File: src/rtl/core/ilp_pkg.sv
// Shared types and codes for the integer literal parser.
// Holds character codes, suffix, status and type-class codes and the inter-stage structs.
// No dependencies.
package ilp_pkg;

   localparam int MAG_W = 64;

   // Suffix tracking codes.
   localparam logic [2:0] SFX_NONE = 3'd0;
   localparam logic [2:0] SFX_U    = 3'd1;
   localparam logic [2:0] SFX_UL   = 3'd2;
   localparam logic [2:0] SFX_ULL  = 3'd3;
   localparam logic [2:0] SFX_L    = 3'd4;
   localparam logic [2:0] SFX_LL   = 3'd5;

   // Result status codes.
   localparam logic [1:0] ST_OK    = 2'd0;
   localparam logic [1:0] ST_BAD   = 2'd1;
   localparam logic [1:0] ST_FLOAT = 2'd2;

   // Type classes.
   localparam logic [2:0] TC_INT8   = 3'd0;
   localparam logic [2:0] TC_UINT8  = 3'd1;
   localparam logic [2:0] TC_INT16  = 3'd2;
   localparam logic [2:0] TC_UINT16 = 3'd3;
   localparam logic [2:0] TC_INT32  = 3'd4;
   localparam logic [2:0] TC_UINT32 = 3'd5;
   localparam logic [2:0] TC_INT64  = 3'd6;
   localparam logic [2:0] TC_UINT64 = 3'd7;

   // ASCII characters the parser recognizes.
   localparam logic [7:0] CH_MINUS = 8'h2D;
   localparam logic [7:0] CH_DOT   = 8'h2E;
   localparam logic [7:0] CH_ZERO  = 8'h30;
   localparam logic [7:0] CH_NINE  = 8'h39;
   localparam logic [7:0] CH_UP_A  = 8'h41;
   localparam logic [7:0] CH_UP_E  = 8'h45;
   localparam logic [7:0] CH_UP_F  = 8'h46;
   localparam logic [7:0] CH_UP_L  = 8'h4C;
   localparam logic [7:0] CH_UP_U  = 8'h55;
   localparam logic [7:0] CH_UP_X  = 8'h58;
   localparam logic [7:0] CH_LO_A  = 8'h61;
   localparam logic [7:0] CH_LO_E  = 8'h65;
   localparam logic [7:0] CH_LO_F  = 8'h66;
   localparam logic [7:0] CH_LO_L  = 8'h6C;
   localparam logic [7:0] CH_LO_U  = 8'h75;
   localparam logic [7:0] CH_LO_X  = 8'h78;

   // Parser state captured at the last character of a literal.
   typedef struct packed {
      logic [MAG_W-1:0] magnitude;
      logic             overflowed;
      logic             is_negative;
      logic             digit_seen;
      logic             syntax_bad;
      logic             float_seen;
      logic [2:0]       suffix_state;
   } ilp_snap_type;

   // One finished result.
   typedef struct packed {
      logic [1:0]       status;
      logic [2:0]       type_class;
      logic [MAG_W-1:0] value_bits;
   } ilp_result_type;

endpackage

File: src/rtl/core/ilp_step.sv
// Per-character state update of the integer literal parser.
// Holds the running literal state and the snapshot register taken at the last character.
// Depends on ilp_pkg.
module ilp_step (
   input  logic                clock,
   input  logic                reset,
   input  logic                take,
   input  logic [7:0]          char_code,
   input  logic                last_char,
   output ilp_pkg::ilp_snap_type snap
);
   import ilp_pkg::*;

   logic [MAG_W-1:0] magnitude_ff, magnitude_in;
   logic             overflowed_ff, overflowed_in;
   logic [1:0]       char_position_ff, char_position_in;
   logic             is_negative_ff, is_negative_in;
   logic             hex_mode_ff, hex_mode_in;
   logic             first_was_zero_ff, first_was_zero_in;
   logic             digit_seen_ff, digit_seen_in;
   logic [2:0]       suffix_state_ff, suffix_state_in;
   logic             suffix_upper_ff, suffix_upper_in;
   logic             syntax_bad_ff, syntax_bad_in;
   logic             float_seen_ff, float_seen_in;
   ilp_snap_type     snap_ff;

   logic             is_dec, is_hex_letter, is_digit, is_sfx, sfx_up, sfx_is_u;
   logic [3:0]       digit_val;
   logic [MAG_W+3:0] mac;

   assign is_dec = (char_code >= CH_ZERO) && (char_code <= CH_NINE);
   assign is_hex_letter = hex_mode_ff &&
      (((char_code >= CH_LO_A) && (char_code <= CH_LO_F)) ||
       ((char_code >= CH_UP_A) && (char_code <= CH_UP_F)));
   assign is_digit  = is_dec || is_hex_letter;
   // Letters a-f and A-F share the low nibble 1..6, so adding nine gives 10..15.
   assign digit_val = is_dec ? char_code[3:0] : (char_code[3:0] + 4'd9);
   assign is_sfx    = (char_code == CH_UP_U) || (char_code == CH_LO_U) ||
                      (char_code == CH_UP_L) || (char_code == CH_LO_L);
   assign sfx_up    = (char_code == CH_UP_U) || (char_code == CH_UP_L);
   assign sfx_is_u  = (char_code == CH_UP_U) || (char_code == CH_LO_U);

   // Shift-add of one digit; any bit above the word means the value overflowed.
   assign mac = hex_mode_ff ?
      ({magnitude_ff, 4'b0000} + {{MAG_W{1'b0}}, digit_val}) :
      ({1'b0, magnitude_ff, 3'b000} + {3'b000, magnitude_ff, 1'b0} +
       {{MAG_W{1'b0}}, digit_val});

   always_comb begin
      magnitude_in      = magnitude_ff;
      overflowed_in     = overflowed_ff;
      is_negative_in    = is_negative_ff;
      hex_mode_in       = hex_mode_ff;
      first_was_zero_in = first_was_zero_ff;
      digit_seen_in     = digit_seen_ff;
      suffix_state_in   = suffix_state_ff;
      suffix_upper_in   = suffix_upper_ff;
      syntax_bad_in     = syntax_bad_ff;
      float_seen_in     = float_seen_ff;
      char_position_in  = (char_position_ff == 2'd3) ? 2'd3 : (char_position_ff + 2'd1);

      if ((char_code == CH_DOT) || (char_code == CH_LO_E) || (char_code == CH_UP_E)) begin
         float_seen_in = 1'b1;
      end else if (last_char && ((char_code == CH_LO_F) || (char_code == CH_UP_F))) begin
         float_seen_in = 1'b1;
      end else if ((char_position_ff == 2'd0) && (char_code == CH_MINUS)) begin
         is_negative_in = 1'b1;
      end else if ((char_position_ff == 2'd1) && first_was_zero_ff && !hex_mode_ff &&
                   (suffix_state_ff == SFX_NONE) &&
                   ((char_code == CH_LO_X) || (char_code == CH_UP_X))) begin
         hex_mode_in   = 1'b1;
         digit_seen_in = 1'b0;
      end else if (is_sfx) begin
         if (suffix_state_ff == SFX_NONE) begin
            suffix_state_in = sfx_is_u ? SFX_U : SFX_L;
            suffix_upper_in = sfx_up;
         end else if (sfx_is_u || (sfx_up != suffix_upper_ff)) begin
            syntax_bad_in = 1'b1;
         end else begin
            unique case (suffix_state_ff)
               SFX_U:   suffix_state_in = SFX_UL;
               SFX_UL:  suffix_state_in = SFX_ULL;
               SFX_L:   suffix_state_in = SFX_LL;
               default: syntax_bad_in = 1'b1;
            endcase
         end
      end else if (is_digit && (suffix_state_ff == SFX_NONE)) begin
         magnitude_in  = mac[MAG_W-1:0];
         overflowed_in = overflowed_ff || (mac[MAG_W+3:MAG_W] != 4'd0);
         digit_seen_in = 1'b1;
         if ((char_position_ff == 2'd0) && (char_code == CH_ZERO)) begin
            first_was_zero_in = 1'b1;
         end
      end else begin
         syntax_bad_in = 1'b1;
      end
   end

   always_ff @(posedge clock) begin
      if (reset || (take && last_char)) begin
         magnitude_ff      <= '0;
         overflowed_ff     <= 1'b0;
         char_position_ff  <= 2'd0;
         is_negative_ff    <= 1'b0;
         hex_mode_ff       <= 1'b0;
         first_was_zero_ff <= 1'b0;
         digit_seen_ff     <= 1'b0;
         suffix_state_ff   <= SFX_NONE;
         suffix_upper_ff   <= 1'b0;
         syntax_bad_ff     <= 1'b0;
         float_seen_ff     <= 1'b0;
      end else if (take) begin
         magnitude_ff      <= magnitude_in;
         overflowed_ff     <= overflowed_in;
         char_position_ff  <= char_position_in;
         is_negative_ff    <= is_negative_in;
         hex_mode_ff       <= hex_mode_in;
         first_was_zero_ff <= first_was_zero_in;
         digit_seen_ff     <= digit_seen_in;
         suffix_state_ff   <= suffix_state_in;
         suffix_upper_ff   <= suffix_upper_in;
         syntax_bad_ff     <= syntax_bad_in;
         float_seen_ff     <= float_seen_in;
      end
   end

   always_ff @(posedge clock) begin
      if (take && last_char) begin
         snap_ff.magnitude    <= magnitude_in;
         snap_ff.overflowed   <= overflowed_in;
         snap_ff.is_negative  <= is_negative_in;
         snap_ff.digit_seen   <= digit_seen_in;
         snap_ff.syntax_bad   <= syntax_bad_in;
         snap_ff.float_seen   <= float_seen_in;
         snap_ff.suffix_state <= suffix_state_in;
      end
   end

   assign snap = snap_ff;

endmodule

File: src/rtl/core/ilp_finish.sv
// Final classification of a parsed literal: status, smallest fitting type class (int64 for L/LL) and value bits.
// Purely combinational; sits between the snapshot register and the result register.
// Depends on ilp_pkg.
module ilp_finish (
   input  ilp_pkg::ilp_snap_type   snap,
   output ilp_pkg::ilp_result_type result
);
   import ilp_pkg::*;

   localparam logic [MAG_W-1:0] INT64_MAG_POS = {1'b0, {(MAG_W-1){1'b1}}};
   localparam logic [MAG_W-1:0] INT64_MAG_NEG = {1'b1, {(MAG_W-1){1'b0}}};

   function automatic logic [2:0] class_unsigned(input logic [MAG_W-1:0] m);
      if (m <= 64'h00000000_000000FF)      return TC_UINT8;
      else if (m <= 64'h00000000_0000FFFF) return TC_UINT16;
      else if (m <= 64'h00000000_FFFFFFFF) return TC_UINT32;
      else                                 return TC_UINT64;
   endfunction

   function automatic logic [2:0] class_plain_pos(input logic [MAG_W-1:0] m);
      if (m <= 64'h00000000_0000007F)      return TC_INT8;
      else if (m <= 64'h00000000_000000FF) return TC_UINT8;
      else if (m <= 64'h00000000_00007FFF) return TC_INT16;
      else if (m <= 64'h00000000_0000FFFF) return TC_UINT16;
      else if (m <= 64'h00000000_7FFFFFFF) return TC_INT32;
      else if (m <= 64'h00000000_FFFFFFFF) return TC_UINT32;
      else if (m <= INT64_MAG_POS)         return TC_INT64;
      else                                 return TC_UINT64;
   endfunction

   function automatic logic [2:0] class_plain_neg(input logic [MAG_W-1:0] m);
      if (m <= 64'h00000000_00000080)      return TC_INT8;
      else if (m <= 64'h00000000_00008000) return TC_INT16;
      else if (m <= 64'h00000000_80000000) return TC_INT32;
      else                                 return TC_INT64;
   endfunction

   logic is_unsigned_sfx;

   assign is_unsigned_sfx = (snap.suffix_state == SFX_U) || (snap.suffix_state == SFX_UL) ||
                            (snap.suffix_state == SFX_ULL);

   always_comb begin
      result.status     = ST_OK;
      result.type_class = TC_INT8;
      result.value_bits = '0;
      if (snap.float_seen) begin
         result.status = ST_FLOAT;
      end else if (snap.syntax_bad || !snap.digit_seen || snap.overflowed) begin
         result.status = ST_BAD;
      end else if (is_unsigned_sfx) begin
         if (snap.is_negative) begin
            result.status = ST_BAD;
         end else begin
            result.type_class = class_unsigned(snap.magnitude);
            result.value_bits = snap.magnitude;
         end
      end else if (snap.is_negative) begin
         if (snap.magnitude > INT64_MAG_NEG) begin
            result.status = ST_BAD;
         end else begin
            result.type_class = (snap.suffix_state == SFX_NONE) ?
                                class_plain_neg(snap.magnitude) : TC_INT64;
            result.value_bits = '0 - snap.magnitude;
         end
      end else if (snap.suffix_state == SFX_NONE) begin
         result.type_class = class_plain_pos(snap.magnitude);
         result.value_bits = snap.magnitude;
      end else if (snap.magnitude > INT64_MAG_POS) begin
         result.status = ST_BAD;
      end else begin
         result.type_class = TC_INT64;
         result.value_bits = snap.magnitude;
      end
   end

endmodule

File: src/rtl/core/integer_literal_parser.sv
// Integer literal parser, top level: stream handshakes, input register and result register.
// Instantiates ilp_step and ilp_finish; depends on ilp_pkg.
//
// The block takes one ASCII character of a C-style integer literal per transaction on the
// req_ channel, with req_tlast marking the final character, and returns one result
// transaction on the rsp_ channel for each literal: a status (ok, malformed or out of range,
// float notation), the smallest type class and the 64-bit value in two's complement. It
// accepts one character every clock cycle for as long as the result side keeps up; the
// throughput is set by the shift-add in the character update stage. On its way out a
// literal passes the input register, loaded by the accepting edge; the snapshot
// register, where the state update captures the literal's final state; and the result
// register, loaded through the classification logic. Each of these three registers
// can hold a transaction on its own, so the input side keeps flowing while a finished
// result waits to be taken, and only stalls once a second finished literal is waiting.
module integer_literal_parser (
   input  logic        clock,
   input  logic        reset,
   input  logic        req_tvalid,
   output logic        req_tready,
   input  logic [7:0]  req_tdata,   // [7:0] char_code
   input  logic        req_tlast,   // last_char
   output logic        rsp_tvalid,
   input  logic        rsp_tready,
   output logic [71:0] rsp_tdata    // [1:0] status, [4:2] type_class, [68:5] value_bits
);
   import ilp_pkg::*;

   // Input register stage.
   logic       in_valid_ff, in_valid_in;
   logic [7:0] in_char_ff;
   logic       in_last_ff;

   // Snapshot stage valid; the snapshot data lives inside the step unit.
   logic       snap_valid_ff, snap_valid_in;

   // Result register stage.
   logic           out_valid_ff, out_valid_in;
   ilp_result_type out_ff;

   ilp_snap_type   snap;
   ilp_result_type result;

   logic out_take, out_free, snap_take, snap_free, in_take, req_fire;

   // Each stage may advance when the stage after it is empty or being emptied.
   assign out_take  = out_valid_ff && rsp_tready;
   assign out_free  = !out_valid_ff || rsp_tready;
   assign snap_take = snap_valid_ff && out_free;
   assign snap_free = !snap_valid_ff || snap_take;
   // A character that does not end a literal never needs the snapshot slot.
   assign in_take   = in_valid_ff && (!in_last_ff || snap_free);
   assign req_tready = !in_valid_ff || in_take;
   assign req_fire   = req_tvalid && req_tready;

   assign in_valid_in   = req_fire ? 1'b1 : (in_take ? 1'b0 : in_valid_ff);
   assign snap_valid_in = (in_take && in_last_ff) ? 1'b1 : (snap_take ? 1'b0 : snap_valid_ff);
   assign out_valid_in  = snap_take ? 1'b1 : (out_take ? 1'b0 : out_valid_ff);

   always_ff @(posedge clock) begin
      if (reset) begin
         in_valid_ff   <= 1'b0;
         snap_valid_ff <= 1'b0;
         out_valid_ff  <= 1'b0;
      end else begin
         in_valid_ff   <= in_valid_in;
         snap_valid_ff <= snap_valid_in;
         out_valid_ff  <= out_valid_in;
      end
   end

   always_ff @(posedge clock) begin
      if (req_fire) begin
         in_char_ff <= req_tdata;
         in_last_ff <= req_tlast;
      end
      if (snap_take) begin
         out_ff <= result;
      end
   end

   ilp_step u_step (
      .clock     (clock),
      .reset     (reset),
      .take      (in_take),
      .char_code (in_char_ff),
      .last_char (in_last_ff),
      .snap      (snap)
   );

   ilp_finish u_finish (
      .snap   (snap),
      .result (result)
   );

   assign rsp_tvalid = out_valid_ff;
   assign rsp_tdata  = {3'b000, out_ff.value_bits, out_ff.type_class, out_ff.status};

   // A consumed last character must always leave a snapshot behind.
   a_last_makes_snap: assert property (@(posedge clock) disable iff (reset)
      (in_take && in_last_ff) |=> snap_valid_ff)
      else $error("last character consumed without a snapshot");

   // A snapshot is held until the result register can take it.
   a_snap_held: assert property (@(posedge clock) disable iff (reset)
      (snap_valid_ff && !out_free) |=> (snap_valid_ff && $stable(snap)))
      else $error("snapshot lost while the result register was full");

   // A failed literal carries neither a type nor a value.
   a_fail_is_zero: assert property (@(posedge clock) disable iff (reset)
      (rsp_tvalid && (out_ff.status != ST_OK)) |->
         ((out_ff.type_class == TC_INT8) && (out_ff.value_bits == '0)))
      else $error("nonzero value or class on a failed literal");

   // Only the three defined status codes are ever produced.
   a_status_code: assert property (@(posedge clock) disable iff (reset)
      rsp_tvalid |-> ((out_ff.status == ST_OK) || (out_ff.status == ST_BAD) ||
                      (out_ff.status == ST_FLOAT)))
      else $error("undefined status code");

   // The input register refuses a character only while it holds one it cannot pass on.
   a_ready_rule: assert property (@(posedge clock) disable iff (reset)
      !req_tready |-> (in_valid_ff && in_last_ff && snap_valid_ff && !out_free))
      else $error("input stalled without a full pipeline behind it");

endmodule
File: config.mk
export PLATFORM = sky130hd
export DESIGN_NAME = integer_literal_parser
export DESIGN_NICKNAME = d
export VERILOG_FILES = /design/src/rtl/core/ilp_pkg.sv /design/src/rtl/core/ilp_step.sv /design/src/rtl/core/ilp_finish.sv /design/src/rtl/core/integer_literal_parser.sv
export SDC_FILE = /design/constraint.sdc
export NUM_CORES = 1
export LEC_CHECK = 0
export BUFFER_PORTS_ARGS = -buffer_cell sky130_fd_sc_hd__buf_2
export CORE_MARGIN = 1.5
export CORE_UTILIZATION = 60
export CTS_CLUSTER_DIAMETER = 80
export DETAILED_ROUTE_END_ITERATION = 8
export PLACE_DENSITY = 0.75
export SLEW_MARGIN = 20
export SYNTH_ARGS = -nofsm -noshare
export SYNTH_HDL_FRONTEND = slang
export SYNTH_HIERARCHICAL = 1
export SYNTH_SLANG_ARGS = --single-unit
File: constraint.sdc
create_clock -name clock -period 6.7 [get_ports clock]
set_input_delay 0.335 -clock clock [delete_from_list [all_inputs] [get_ports clock]]
set_output_delay 0.335 -clock clock [all_outputs]
set_load 0.02 [all_outputs]
# Word-level counts from Yosys, hierarchy flattened
# Cells that the tools add are included.
totals:
  memories: 0
  elab_cells: 208
  ram_bits: 0
  latch_bits: 0
  romBits: 0
  in_bits: 13
  output_inout_bits: 74
  regBits: 230
op_classes:
  n_div: 0
  magnitude_cmp: 18
  shift: 0
  mul: 0
  mux: 75
  eq_ne: 22
  n_bitwise: 5
  reduce_logical: 56
  n_addsub: 6
ops:
  columns: ["op", "count"]
  rows:
  - ["two-way mux 64 bit", 6]
  - ["two-way mux 67 bit", 4]
  - ["two-way mux 69 bit", 2]
  - ["adder 68 x 4 -> 68 bit", 2]
  - ["less-or-equal comparator 64 x 16 -> 1 bit (second input constant)", 2]
  - ["less-or-equal comparator 64 x 32 -> 1 bit (second input constant)", 2]
  - ["less-or-equal comparator 64 x 8 -> 1 bit (second input constant)", 2]
  - ["equality test 8 x 7 -> 1 bit (second input constant)", 10]
  - ["adder 67 x 65 -> 68 bit", 1]
  - ["two-way mux 68 bit", 1]
  - ["greater-than comparator 64 x 63 -> 1 bit (second input constant)", 1]
  - ["greater-than comparator 64 bit (second input constant)", 1]
  - ["less-or-equal comparator 64 x 15 -> 1 bit (second input constant)", 1]
  - ["less-or-equal comparator 64 x 31 -> 1 bit (second input constant)", 1]
  - ["less-or-equal comparator 64 x 63 -> 1 bit (second input constant)", 1]
  - ["less-or-equal comparator 64 x 7 -> 1 bit (second input constant)", 1]
  - ["subtractor 1 x 64 -> 64 bit (first input constant)", 1]
  - ["two-way mux 3 bit", 19]
  - ["two-way mux 1 bit", 36]
  - ["equality test 8 x 6 -> 1 bit (second input constant)", 3]
  - ["logical OR 1 bit", 21]
  - ["logical AND 1 bit", 17]
  - ["greater-or-equal comparator 8 x 7 -> 1 bit (second input constant)", 2]
  - ["less-or-equal comparator 8 x 7 -> 1 bit (second input constant)", 2]
  - ["24 further kinds", 43]

# Depth between registers and ports, before layout
# Gate-level depths: netlist of the first run.
logic_depth:
  word_depth: 13
  depth_mapped: 18
  mapped_depth_nobuf: 18

# Cells and area by module
# Netlist of the first run, hierarchy kept.
modules_own_cells:
  columns: ["module", "area_per_inst_um2", "seq_area_each_um2", "n_inst", "cells_per_inst"]
  rows:
  - ["ilp_step", 11747.5, 3703.6, 1, 1394]
  - ["ilp_finish", 2548.7, 0.0, 1, 464]
  - ["integer_literal_parser", 2511.2, 2402.3, 1, 99]

# Worst setup path after synthesis of the first run
# Ideal clock, no wire load.
synth_timing:
  kind: "flip-flop to flip-flop"
  startpoint: "register in_char_ff[1]"
  endpoint: "register u_step.snap_ff, in the netlist u_step/snap[38], data pin"
  setup_ns: 0.264
  arrival_time_ns: 4.449
  n_path_buf: 0
  slack_ns: 1.987
  t_required_ns: 6.436
  stages_incl_launch_ff: 18
  cell_sequence: "edfxtp_1 -> inv_1 -> ha_1 -> o21bai_1 -> a2111oi_2 -> a31oi_1 -> xnor2_1 -> fa_1 -> inv_1 -> fa_1 -> a211oi_1 -> o21ai_1 -> o311ai_1 -> and3_1 -> nor3_1 -> or3_1 -> a311oi_1 -> nor2_1"
synth_via:
  elab_chain_len: 12
synth_rtl:
  columns: ["element", "line_no", "text"]
  rows:
  - ["start, declared", "integer_literal_parser.sv:30", "logic [7:0] in_char_ff;"]
  - ["start signal, assigned", "integer_literal_parser.sv:73", "in_char_ff <= req_tdata;"]
  - ["branches (longest 11 deep; another with adder 68 x 4 -> 68 bit)", null, null]
  - ["two-way mux 64 bit (*)", "ilp_step.sv:62", "if ((char_code == CH_DOT) || (char_code == CH_LO_E) || (char_code == CH_UP_E)) begin"]
  - ["named net u_step.magnitude_in[30]", "ilp_step.sv:14", "logic [MAG_W-1:0] magnitude_ff, magnitude_in;"]
  - ["end, declared", "ilp_step.sv:25", "ilp_snap_type snap_ff;"]
# Mark *: on every way through the listed nets, which the timed path passes.
# A chain may end at the register's enable or synchronous reset.

# Final worst setup path of the first run
layout_timing:
  startpoint: "register in_char_ff[1]"
  endpoint: "register u_step.snap_ff, in the netlist u_step/snap[68], data pin"
# The elaborated chain is that of the path after synthesis.

==> metrics.txt, run 1 <==
crit path from in_char_ff[1]; Antenna Nets Post-Route 0; R2R cell count 18; Main synth FF type edfxtp_1; CTS tree yes; initial core utilization 60.7%; leakage power 7.09 nW; internal power 2.35 mW; Routed WL 50300 microns; Synth Register Bits 230; Avg Cell Area, Syn 8.59 sq um; Power per Cell Area 168 mW/mm^2; die area 0.0290 sq mm; Max Clk Rate 0.175 GHz; Clock power frac 43.2%; post-route cell area 0.0182 sq mm; io pins 87; ratio of cells with drive above 1 in the final layout 9.52%; CTS clk-pin slew, worst paths 70 ps; initial antenna violation count 0; FF-to-FF Start in_char_ff[1]; TritonRoute pass-1 iters 8; Longest Clk Path Bufs 3; TritonCTS Buffers 23; Switching Fraction 23.2%; clk_lat worst skew 540 ps; placed wire-length estimate 37300 microns; I/O Buffers 83; CP Data Required Time 6950 ps; row count 61; via/cell ratio 6.67; 1st-iter DRT viols 1852; synthesized instance count 1957; DRC Markers 0; YS warnings 6; global-route usage over all layers 34.4%; max_slew headroom 21.2%; final antenna diode count 0; number of global-route vias before repair 14300; Worst Tran Pin Value 1180 ps; Yosys cell types 86; power share of the combinational group 5.4%; grt ovf 0; Synth Area in Compound Gates 22.2%; Post-CTS Repair Setup Buffers 0; Max H-tree Level 1; worst clock skew 18.0 ps; Final nets 2127; final worst-path cycle share 85.2%; mux cell area share after synthesis 2.94%; Worst R2R Setup Slack 990 ps; # Max-Cap Violations 0; CP Data Arrival Time 5950 ps; adder-cell share of the synthesized area 10.3%; peak fanout along the critical path 7; RSZ-0062 raised after global routing false; combinational family with the most area after synthesis compound AO/OA/AOI/OAI gates; Final Hold Vio Count 0; root buf cell clkbuf_16; post-synthesis sequential area ratio 36.3%; FF-to-FF End u_step/snap[68]; gpl congestion 1.06; Post-synth EDFFs 150; DIE WIDTH 170 microns; # setup viols final 0; WL per Instance 21.2 microns; Worst VDD drop 0.178 mV; global-route wire length before repair 78600 microns; Die Height 170 microns; Flop pwr share 51.4%; Critical Path Source Type flip-flop; crit path time final 5710 ps; Post-Route Setup TNS 0 ps; largest net degree at the start of global routing 78; Hold Path Class in -> reg; Crit Path Category reg -> reg; Async SR Flop Fraction 0%; CTS sink cnt 230; switching pwr 709 uW; Vias 15800; Worst setup EP type flip-flop; mapped cell area 0.0168 sq mm; max-slew violations 0; Synth Area in XOR/XNOR 3.02%; Post-Synth Simple-Gate Area 21.1%; Post-DP Area 0.0173 sq mm; area grow syn2layout 8.38%; CP Capture Point u_step/snap[68]; outcome finished clean; core area 0.0277 sq mm
## through the flow
stage	power (mW)	utilization (%)	instances	setup slack, ps	hold slack (ps)
3_5_place_dp	1.76	62.6	2322	1230	450
5_1_grt	3.13	65.7	2373	727	106
2_1_floorplan	1.70	-	1959	1990	404
6_report	3.06	65.7	2373	994	90.8
3_3_place_gp	1.75	62.6	2322	1440	440
4_1_cts	3.06	65.7	2373	1120	77.2
## worst min-delay path by stage
| stage | from | endpoint | slack [ps] | cells after the start |
|---|---|---|---|---|
| 6_report | req_tvalid | in_valid_ff | 90 | 3 |
| 5_1_grt | reset | snap_valid_ff | 110 | 2 |
| 4_1_cts | req_tvalid | in_valid_ff | 80 | 3 |
| 3_5_place_dp | u_step/float_seen_ff | u_step/float_seen_ff | 450 | 2 |
| 3_3_place_gp | u_step/float_seen_ff | u_step/float_seen_ff | 440 | 2 |
| 2_1_floorplan | reset | rsp_tvalid | 400 | 1 |
## sequential cells by signal, summed over array words and instances (netlist names)
signal                    flops
in_char_ff                    8
u_step/float_seen_ff          1
u_step/overflowed_ff          1
u_step/first_was_zero_ff      1
snap_valid_ff                 1
rsp_tdata                    69
u_step/magnitude_ff          64
u_step/digit_seen_ff          1
u_step/snap                  72
u_step/is_negative_ff         1
u_step/suffix_upper_ff        1
rsp_tvalid                    1
in_last_ff                    1
u_step/syntax_bad_ff          1
u_step/hex_mode_ff            1
u_step/char_position_ff       2
u_step/suffix_state_ff        3
in_valid_ff                   1
## worst max-delay path: stages (launching register included)
cell       delay, ps
edfxtp_1         480
inv_1            150
ha_1             260
o21bai_1         110
a2111oi_2        620
a31oi_1          140
xnor2_1          300
fa_1             460
inv_1            110
fa_1             240
a211oi_1         100
o21ai_1          370
nand3_1          160
a21oi_1          400
o21ai_0          260
o21ai_0          640
a31oi_1          240
mux2i_1          260
a31oi_1          110
## metal layers
layer | share of wire [%] | up-vias | global-route usage, %
li1 | - | 7401 | -
met1 | 44 | 7434 | 51.1
met2 | 42 | 875 | 50.5
met3 | 11 | 118 | 5.67
met4 | 3.1 | 0 | 11.5
met5 | 0 | - | 0
## cells by family (layout without fill, tap and decap cells)
group | Yosys count | count (layout)
buffers and inverters | 166 | 202
multiplexers | 49 | 49
flip-flops | 230 | 230
AND/OR/NAND/NOR | 711 | 711
adder cells (fa/ha/maj) | 137 | 137
other | 1 | 3
XOR/XNOR | 58 | 58
AO/OA/AOI/OAI | 605 | 605
## area by class of cell
type | instances | area (sq um)
timing repair buffer | 108 | 626
sequential | 230 | 6110
tap | 378 | 473
clock inverter | 15 | 151
fill | 2329 | 9490
clock buffer | 27 | 632
inverter | 52 | 195
multi-input combinational | 1563 | 10000
## power groups by stage
stage                     combinational [mW]  sequential [mW]  clock [mW]
after floorplan                        0.106             1.60           0
after global placement                 0.152             1.60           0
after detailed placement               0.155             1.60           0
after CTS                              0.160             1.57        1.33
after global routing                   0.178             1.58        1.38
final                                  0.164             1.57        1.32
## layout by cell type (no fill, tap or decap), types with 12 or more instances in the layout
master,Yosys,layout
a211oi_1,21,21
a21o_1,29,29
a21oi_1,191,191
a31oi_1,68,68
buf_2,33,83
buf_4,6,16
clkbuf_16,0,24
dfxtp_1,80,79
edfxtp_1,150,150
ha_1,134,134
inv_1,52,51
mux2i_1,46,46
nand2_1,190,190
nand2b_1,21,20
nand3_1,36,36
nand4_1,58,58
nor2_1,167,166
nor3_1,67,67
nor4_1,29,29
o211ai_1,19,19
o21a_1,13,13
o21ai_0,145,145
o21ai_1,12,12
o21bai_1,18,18
or2_2,15,15
or3_1,47,47
xnor2_1,31,31
xor2_1,27,27
## synthesized netlist by cell type, drive strengths merged (20+ instances only)
master	n	area (sq um)
nor2	168	633
nand2b	21	131
buf	46	251
clkbuf	68	256
xor2	27	236
a31oi	68	425
or3	47	294
a21o	29	218
edfxtp	150	4500
nand4	58	363
inv	52	195
or2	20	128
a211oi	22	170
a21oi	195	991
o21ai	157	786
nor4	33	240
nand3	36	180
mux2i	46	460
xnor2	31	272
dfxtp	80	1600
ha	134	1680
nand2	190	713
nor3	68	352
## what timing repair did
| item | 4_1_cts | 5_1_grt |
|---|---|---|
| resized for setup | 0 | 0 |
| hold buffers | 9 | 0 |
| hold endpoints to repair | 9 | 0 |
Power figures use the tool's default switching activity.
==> run 2, diff against run 1 <==
- BUFFER_PORTS_ARGS: -buffer_cell sky130_fd_sc_hd__buf_2 -> default
- DONT_BUFFER_PORTS: default -> 1
- PLACE_DENSITY: 0.75 -> 0.73
==> run 2 against run 1 <==
  * Wire length down 0.44%
  * Setup slack lost 150 ps
  * Sequential share of layout area up 0.62 points
  * Combinational power down 13%
  * Non-clock buffer count is 81 lower
  * Count of clock-buffer cells in the layout did not move
  * Largest cell class unchanged
==> metrics.txt, run 2 (same netlist as run 1, synthesis figures left out) <==
multi-input logic area 0.0100 sq mm (about the same); grt ovf 0 (unchanged); Hold WS 14.9 ps (was 90.8 ps); Critical Path Source Type flip-flop (unchanged); ratio of cells with drive above 1 in the final layout 5.48% (was 9.52%); Antenna Nets Post-Route 0 (unchanged); CP Data Arrival Time 6090 ps (was 5950 ps); final worst-path cycle share 87.4% (was 85.2%); Final nets 2047 (was 2127); 1st-iter DRT viols 1919 (was 1852); area grow syn2layout 6.39% (was 8.38%); met1 Usage GRT 52.1% (was 51.1%); peak fanout along the critical path 7 (unchanged); I/O Buffers 0 (was 83); Fillers 2372 (was 2329); Max Clk Rate 0.171 GHz (was 0.175 GHz); RSZ-0062 raised after global routing false (unchanged); crit path time final 5860 ps (was 5710 ps); Final Hold Vio Count 0 (unchanged); flip-flop count of the largest register after layout 72 (unchanged); Max H-tree Level 1 (unchanged); largest net degree at the start of global routing 77 (was 78); most common cell after layout, fill and taps aside a21oi_1 (unchanged); WL per Instance 21.8 microns (was 21.2 microns); Clock power frac 45.0% (was 43.2%); DIE WIDTH 170 microns (unchanged); Worst Tran Pin Value 1040 ps (was 1180 ps); Vias 15400 (was 15800); Worst VDD drop 0.166 mV (was 0.178 mV); max_slew headroom 28.6% (was 21.2%); TritonCTS Buffers 24 (was 23); Power per Cell Area 176 mW/mm^2 (was 168 mW/mm^2); leakage power 6.81 nW (was 7.09 nW); GRT busiest layer met1 (unchanged); Hold Path Class in -> reg (unchanged); CTS clk-pin slew, worst paths 60 ps (was 70 ps); gpl congestion 1.02 (was 1.06); Die Height 170 microns (unchanged); die area 0.0290 sq mm (unchanged); power share of the combinational group 4.5% (was 5.4%); final antenna diode count 0 (unchanged); placed wire-length estimate 37500 microns (was 37300 microns); number of global-route vias before repair 14000 (was 14300); worst clock skew 22.1 ps (was 18.0 ps); switching pwr 700 uW (was 709 uW); initial antenna violation count 1 (was 0); Post-Route Setup TNS 0 ps (unchanged); Longest Clk Path Bufs 3 (unchanged); Flop pwr share 50.5% (was 51.4%); Worst setup EP type flip-flop (unchanged); internal power 2.44 mW (was 2.35 mW); met2 Use GR 50.8% (was 50.5%); initial core utilization 60.7% (unchanged); core area 0.0277 sq mm (unchanged); root buf cell clkbuf_16 (unchanged); # Max-Cap Violations 0 (unchanged); Routed WL 50100 microns (was 50300 microns); Crit Path Category reg -> reg (unchanged); DRC Markers 0 (unchanged); io pins 87 (unchanged); CTS sink cnt 230 (unchanged); global-route wire length before repair 79100 microns (was 78600 microns); max-slew violations 0 (unchanged); most frequent cells in the layout a21oi_1 (191), nand2_1 (190), nor2_1 (167) (was a21oi_1 (191), nand2_1 (190), nor2_1 (166)); clk_lat worst skew 530 ps (was 540 ps); global-route usage over all layers 34.6% (was 34.4%); post-cts resize count 0 (unchanged); # setup viols final 0 (unchanged); Storage cell area 0.00611 sq mm (unchanged); via/cell ratio 6.73 (was 6.67); Post-DP Area 0.0169 sq mm (was 0.0173 sq mm); outcome finished clean (unchanged); CTS tree yes (unchanged); TritonRoute pass-1 iters 6 (was 8); Switching Fraction 22.3% (was 23.2%); post-route cell area 0.0179 sq mm (was 0.0182 sq mm); row count 61 (unchanged); met3 global-route usage 5.23% (was 5.67%); CP Data Required Time 6940 ps (was 6950 ps)
## run 2: layer usage
layer	part of all wire, %	wire length (microns)
met1	46	23000
met3	9.6	4820
met4	2.6	1300
met2	42	21000
met5	0	0
## run 2: power by group through the flow
stage                     Clock, mW  Sequential (mW)  Combinational [mW]
after global routing           1.48             1.59               0.156
after detailed placement          0             1.61               0.132
final                          1.41             1.58               0.142
after global placement            0             1.61               0.130
after floorplan                   0             1.60               0.106
after CTS                      1.43             1.58               0.138
## run 2: path summary, 6_finish.rpt
check | startpoint | cells past startpoint | endpoint | slack (ps)
setup / recovery | in_char_ff[1] | 18 | u_step/snap[60] | 840
setup reg to reg | in_char_ff[1] | 18 | u_step/snap[60] | 840
hold / removal | req_tvalid | 2 | in_valid_ff | 10
hold reg to reg | snap_valid_ff | 2 | rsp_tvalid | 460
## run 2: repair_timing
action	CTS	global route
buffers inserted	0	0
hold buffers	11	0
endpoints found under the hold margin	13	0
## run 2: metrics by stage
| stage | util, % | worst slack, ps | total power [mW] | instances |
|---|---|---|---|---|
| 6_report | 64.5 | 845 | 3.14 | 2294 |
| 5_1_grt | 64.5 | 572 | 3.22 | 2294 |
| 4_1_cts | 64.5 | 1070 | 3.15 | 2294 |
| 3_5_place_dp | 61.1 | 1170 | 1.75 | 2239 |
| 3_3_place_gp | 61.1 | 1440 | 1.74 | 2239 |
| 2_1_floorplan | - | 1990 | 1.70 | 1959 |
## run 2: cell type report
cell class              instances  area share [%]
clock inverters                17            1.32
repair buffers                 27            1.29
clock buffers                  27            3.42
flip-flops and latches        230            34.2
multi-input cells            1563            56.1
well taps                     378            2.64
inverters                      52            1.09
## run 2: worst max-delay path, stage by stage (launching register included)
cell and delay [ps]:
edfxtp_1 490, inv_1 160, ha_1 260, o21bai_1 100, a2111oi_2 600, a31oi_1 120
xnor2_1 310, fa_1 480, inv_1 110, fa_1 250, a211oi_1 100, o21ai_1 380
nand3_1 150, a21oi_1 370, o21ai_0 260, o21ai_0 770, a21oi_1 280, xor2_1 210
o221ai_1 140
==> run 3, diff against run 2 <==
- CTS_BUF_LIST: default -> sky130_fd_sc_hd__clkbuf_16
==> run 3 against run 2 <==
  * Final cell count unchanged
  * Sequential power barely moved
  * Register-to-register slack is essentially flat
  * Sequential share of layout area is the same
  * Highest routed layer unchanged
  * First-iteration DRC count increased by 0.16%
  * Count of clock-buffer cells in the layout down 3
  * Global-route usage unchanged
  * Flip-flop and latch count unchanged
==> metrics.txt, run 3 (same netlist as run 1, synthesis figures left out) <==
core area 0.0277 sq mm (unchanged); Fillers 2372 (unchanged); clk_lat worst skew 530 ps (about the same); Max Clk Rate 0.171 GHz (about the same); root buf cell clkbuf_16 (unchanged); Final Hold Vio Count 0 (unchanged); # setup viols final 0 (unchanged); Longest Clk Path Bufs 3 (unchanged); Bufs and invs on worst path 2 (unchanged); crit path time final 5850 ps (was 5860 ps); grt ovf 0 (unchanged); Post-CTS Repair Setup Buffers 0 (unchanged); Crit Path Category reg -> reg (unchanged); Power per Cell Area 175 mW/mm^2 (was 176 mW/mm^2); global-route usage over all layers 34.6% (unchanged); DRC Markers 0 (unchanged); initial antenna violation count 1 (unchanged); leakage power 6.83 nW (was 6.81 nW); RSZ-0062 raised after global routing false (unchanged); max-slew violations 0 (unchanged); Worst Tran Pin Value 1030 ps (was 1040 ps); final antenna diode count 0 (unchanged); I/O Buffers 0 (unchanged); Max H-tree Level 1 (unchanged); CTS sink cnt 230 (unchanged); placed cell count 2239 (unchanged); CTS tree yes (unchanged); Hold WS 14.8 ps (was 14.9 ps); Slowest cell on crit path o21ai_0 (unchanged); outcome finished clean (unchanged); DIE WIDTH 170 microns (unchanged); final worst-path cycle share 87.3% (was 87.4%); worst clock skew 22.2 ps (was 22.1 ps); Die Height 170 microns (unchanged); ratio of cells with drive above 1 in the final layout 5.48% (unchanged); Antenna Nets Post-Route 0 (unchanged); crit path cell chain inv_1, ha_1, o21bai_1, a2111oi_2, a31oi_1, xnor2_1, fa_1, inv_1, fa_1, a211oi_1, o21ai_1, nand3_1, a21oi_1, o21ai_0, o21ai_0, a21oi_1, xor2_1, o221ai_1 (unchanged); fin cells 2294 (unchanged); Critical Path Max Stage Delay 770 ps (about the same); peak fanout along the critical path 7 (unchanged); flip-flop count of the largest register after layout 72 (unchanged); Vias 15500 (was 15400); global-route wire length before repair 79100 microns (unchanged); Worst setup EP type flip-flop (unchanged); Hold Path Class in -> reg (unchanged); TritonCTS Buffers 24 (unchanged); CTS clk-pin slew, worst paths 60 ps (about the same); Worst VDD drop 0.166 mV (about the same); Post-Route Setup TNS 0 ps (unchanged); Final nets 2047 (unchanged); CP Data Arrival Time 6080 ps (was 6090 ps); most common cell after layout, fill and taps aside a21oi_1 (unchanged); TritonRoute pass-1 iters 8 (was 6); area grow syn2layout 6.39% (unchanged); Routed WL 50200 microns (was 50100 microns); post-cts resize count 0 (unchanged); crit-path leading delay family compound AO/OA/AOI/OAI gates (unchanged); Hold Buf Count CTS 11 (unchanged); die area 0.0290 sq mm (unchanged); 1st-iter DRT viols 1922 (was 1919); number of global-route vias before repair 14000 (unchanged); io pins 87 (unchanged); most frequent cells in the layout a21oi_1 (191), nand2_1 (190), nor2_1 (167) (unchanged); gpl congestion 1.02 (unchanged); CP Data Required Time 6940 ps (about the same); WL per Instance 21.9 microns (was 21.8 microns); initial core utilization 60.7% (unchanged); Critical Path Source Type flip-flop (unchanged); row count 61 (unchanged); Worst R2R Setup Slack 850 ps (was 840 ps); placed wire-length estimate 37500 microns (unchanged); max_slew headroom 31.3% (was 28.6%); via/cell ratio 6.75 (was 6.73); # Max-Cap Violations 0 (unchanged); largest net degree at the start of global routing 77 (unchanged)
==> run 3: cell types whose count changed in the layout (fill, tap and decap cells not counted) <==
cell and delta:
inv_1 +3, clkbuf_1 -3
==> run 3: worst reg2reg max path, delay by kind of cell, from the launching register on <==
kind / cells / cell delay, ps
AO/OA/AOI/OAI: 10 / 3120
XOR/XNOR: 2 / 520
adder cells (fa/ha/maj): 3 / 990
buffers and inverters: 2 / 280
flip-flops: 1 / 490
AND/OR/NAND/NOR: 1 / 160
==> run 3: where the power goes <==
| group | internal, mW | switching, mW |
|---|---|---|
| Clock | 0.852 | 0.556 |
| Sequential | 1.54 | 0.0497 |
| Combinational | 0.0471 | 0.0945 |
==> run 3: through the flow <==
stage                     total power [mW]  util, %  cell area [sq um]  worst slack, ps
after floorplan                       1.70        -              16800             1990
after global placement                1.74     61.1              16900             1440
after detailed placement              1.75     61.1              16900             1170
after CTS                             3.15     64.5              17900             1070
after global routing                  3.22     64.5              17900              572
final                                 3.13     64.5              17900              852
==> run 3: final timing paths <==
path / start / end / cells past startpoint
min reg2reg: snap_valid_ff / rsp_tvalid / 2
max: in_char_ff[1] / u_step/snap[60] / 18
max reg2reg: in_char_ff[1] / u_step/snap[60] / 18
min: req_tvalid / in_valid_ff / 2
==> run 3: final cells by class <==
class	instances	area [sq um]	area share (%)
well taps	378	473	2.64
clock inverters	20	248	1.39
repair buffers	27	230	1.29
clock buffers	24	601	3.36
inverters	52	195	1.09
flip-flops and latches	230	6110	34.2
multi-input cells	1563	10000	56.1
==> run 3: routing by layer <==
layer / part of all wire [%] / wire [microns] / global-route usage [%]
met1: 46 / 23000 / 52.1
met2: 42 / 21100 / 50.8
met3: 9.5 / 4780 / 5.23
met4: 2.5 / 1270 / 10.4
met5: 0 / 0 / 0
